===== config.mk =====
export PLATFORM = sky130hd
export DESIGN_NAME = wra_cmp
export DESIGN_NICKNAME = d
export VERILOG_FILES = /design/src/hdl/wra_pkg.sv /design/src/hdl/wra_cmp.sv
export SDC_FILE = /design/constraint.sdc
export NUM_CORES = 1
export LEC_CHECK = 0
export ABC_AREA = 1
export BUFFER_PORTS_ARGS = -buffer_cell sky130_fd_sc_hd__buf_4
export CAP_MARGIN = 30
export CORE_MARGIN = 1
export CORE_UTILIZATION = 44
export DETAILED_ROUTE_END_ITERATION = 16
export PLACE_DENSITY_LB_ADDON = 0.2
export SYNTH_ARGS = -nofsm -noshare
export SYNTH_HDL_FRONTEND = slang
export SYNTH_SLANG_ARGS = --single-unit

===== constraint.sdc =====
create_clock -name vclk -period 1.8
set_input_delay 0.18 -clock vclk [all_inputs]
set_output_delay 0.18 -clock vclk [all_outputs]
set_load 0.02 [all_outputs]

===== src/hdl/wra_pkg.sv =====
package wra_pkg;
  localparam int MAX_SESSIONS = 1024;
  localparam int AW = $clog2(MAX_SESSIONS);
  localparam int CW = $clog2(MAX_SESSIONS + 1);
  localparam int TW = 32;
  localparam int EW = TW + 1;
  localparam int CMP_W = 2 * TW + 2;
  localparam int OUT_W = 11;
endpackage


===== src/hdl/wra_cmp.sv =====
module wra_cmp (
  input  logic [wra_pkg::CMP_W-1:0] a,
  input  logic [wra_pkg::CMP_W-1:0] b,
  output logic                      gt
);
  import wra_pkg::*;

  // single shared magnitude compare, used by the load, stale, reuse and free-list compare steps
  assign gt = (a > b);
endmodule


==> results_dict.tcl <==
set metrics [dict create \
    outcome "finished clean" \
    drive_gt1_share_pct 36.4 \
    period_share_pct 95.4 \
    wl_per_cell_um 9.56 \
    regArea_um2 0 \
    area_delta_synth_final_pct 60.4 \
    grt_pass1_vias 1983 \
    drcViolationCount 0 \
    dieArea_um2 4610 \
    fillers 351 \
    setup_viol 0 \
    antenna_cells 0 \
    start_util_pct 46.7 \
    wirelength_mm 4.78 \
    synth_area_leaders "ha_1 (43%), nand2_1 (17%), inv_1 (17%), a21oi_1 (6.0%), nor2_1 (4.1%)" \
    synthTopCellsByCount "nand2_1 (88), inv_1 (85), ha_1 (66)" \
    drt_iter0_drc 25 \
    critPathSlowestCell "ha_4" \
    tightest_slew_ns 0.231 \
    power_density_nw_per_um2 203 \
    io_buffer_count 133 \
    clkbuf_count 0 \
    fmax_mhz 582 \
    critPathCaptureType "primary output" \
    synthMostInstantiatedCell "nand2_1" \
    critPathMaxStageDelay_ns 0.27 \
    antenna_found_initial 0 \
    grt_use_total_pct 18.6 \
    final_core_util_pct 75.0 \
    netlist_area_um2 1910 \
    synth_top_cell_by_area "ha_1" \
    cp-start-kind "primary input" \
    irDropWorstVdd_mv 0.128 \
    coreArea_um2 4090 \
    slew_headroom_pct 84.5 \
    dr.pass1.iters 4 \
    gp_congestion 0.755 \
    die-width_um 67.9 \
    hpwlAfterDp_mm 4.31 \
    path_cells "buf_4 > inv_1 > ha_4 > nand2_2 > nor2_4 > and2_4 > nand3_2 > nor2_2 > nand2_1 > nand2_1 > nor2_1 > a21oi_2 > buf_6" \
    die_h_um 67.9 \
    min_period_ns 1.72 \
    grt_max_degree 5 \
    syn_avg_cell_area_um2 6.04 \
    grt_first_pass_wirelength_mm 7.03 \
    num_vias 2307 \
    seq_area_frac_synth_pct 0 \
    fin_hold_ws_ns 1.04 \
    viasPerCell 4.61 \
    fin_nets 650 \
    yosysWarnings 0 \
    syn_inst 316 \
    core.rowCount 23 \
    crit_fanout 3 \
    crit_path_frequent_cell "nand2_1" \
    hp-class "primary input to primary output" \
    seq_cells 0 \
    ant_nets 0 \
    final_hold_viol_count 0 \
    crit_type "primary input to primary output" \
    cts_hold_buffers 0 \
    drv_cap 0 \
    slew_violations 0 \
    ioPinCount 133 \
    cp.arrival_ns 1.54 \
    globalRouteOverflowTotal 0 \
    p_leak_nw 1.95 \
    synthesis.nets 514 \
    yosys.cell_types.count 19 \
    yosys.area.top_type_share_pct 43.3 \
    required_ns 1.62 \
]
[cells in the final DEF, fill, tap and decap left out, drive strengths merged]
| cell type | n |
|---|---|
| a21o | 5 |
| a21oi | 25 |
| and2 | 3 |
| buf | 134 |
| ha | 66 |
| inv | 86 |
| nand2 | 88 |
| nand3 | 2 |
| nand4 | 7 |
| nor2 | 30 |
| nor4 | 1 |
| o21ai | 3 |
[timing repair]
action / in CTS / in global routing
setup endpoints to repair: 0 / 1
buffers inserted: 0 / 1
gates resized for setup: 0 / 19
[worst max-delay path: cells and delay by family]
| family | cells | cell delay [ns] |
|---|---|---|
| buffers and inverters | 3 | 0.25 |
| AOI/OAI and AO/OA | 1 | 0.13 |
| adders and majority gates | 1 | 0.27 |
| and+or+nand+nor | 8 | 0.71 |
[worst paths after layout]
path                  startpoint  end  slack [ns]  cells after the start
worst max-delay path       b[49]   gt        0.08                     13
worst min-delay path        b[0]   gt        1.04                      6
[routing by layer]
layer | GRT usage (%) | share of wire, % | vias up
met3 | 2.17 | 7.5 | 4
met5 | 0 | 0 | -
li1 | - | - | 1253
met2 | 39.2 | 55 | 74
met1 | 19.8 | 37 | 976
met4 | 1.56 | 0.56 | 0
[per-stage QoR]
stage	setup slack (ns)	total power, mW	setup TNS [ns]	cells	instance area (um2)
after floorplan	0.277	0.300	0	316	1910
after global placement	0.0550	0.571	0	499	2970
after detailed placement	0.0576	0.587	0	499	2970
after CTS	0.0461	0.590	0	499	2970
after global routing	-0.0378	0.712	-0.0378	500	3060
final	0.0827	0.622	0	500	3060
[layout make-up]
class                      instances  area, um2  area share, %
timing repair buffer             134       1010           33.0
inverter                          86        323           10.5
multi-input combinational        230       1670           54.5
tap                               50       62.6           2.04
[kinds of logic (layout without fill, tap and decap cells)]
family                   Yosys count  after routing  share of synthesized area [%]
adder cells (fa/ha/maj)           66             66                           43.3
AO/OA/AOI/OAI                     33             33                           9.70
AND/OR/NAND/NOR                  131            131                           30.1
buffers and inverters             86            220                           16.9
[power breakdown]
part | internal, mW | switching (mW) | total, mW | leakage (nW)
clock network | 0 | 0 | 0 | 0
logic | 0.349 | 0.273 | 0.622 | 1.95
registers | 0 | 0 | 0 | 0
Note: power is estimated with default switching activity, not from simulation.
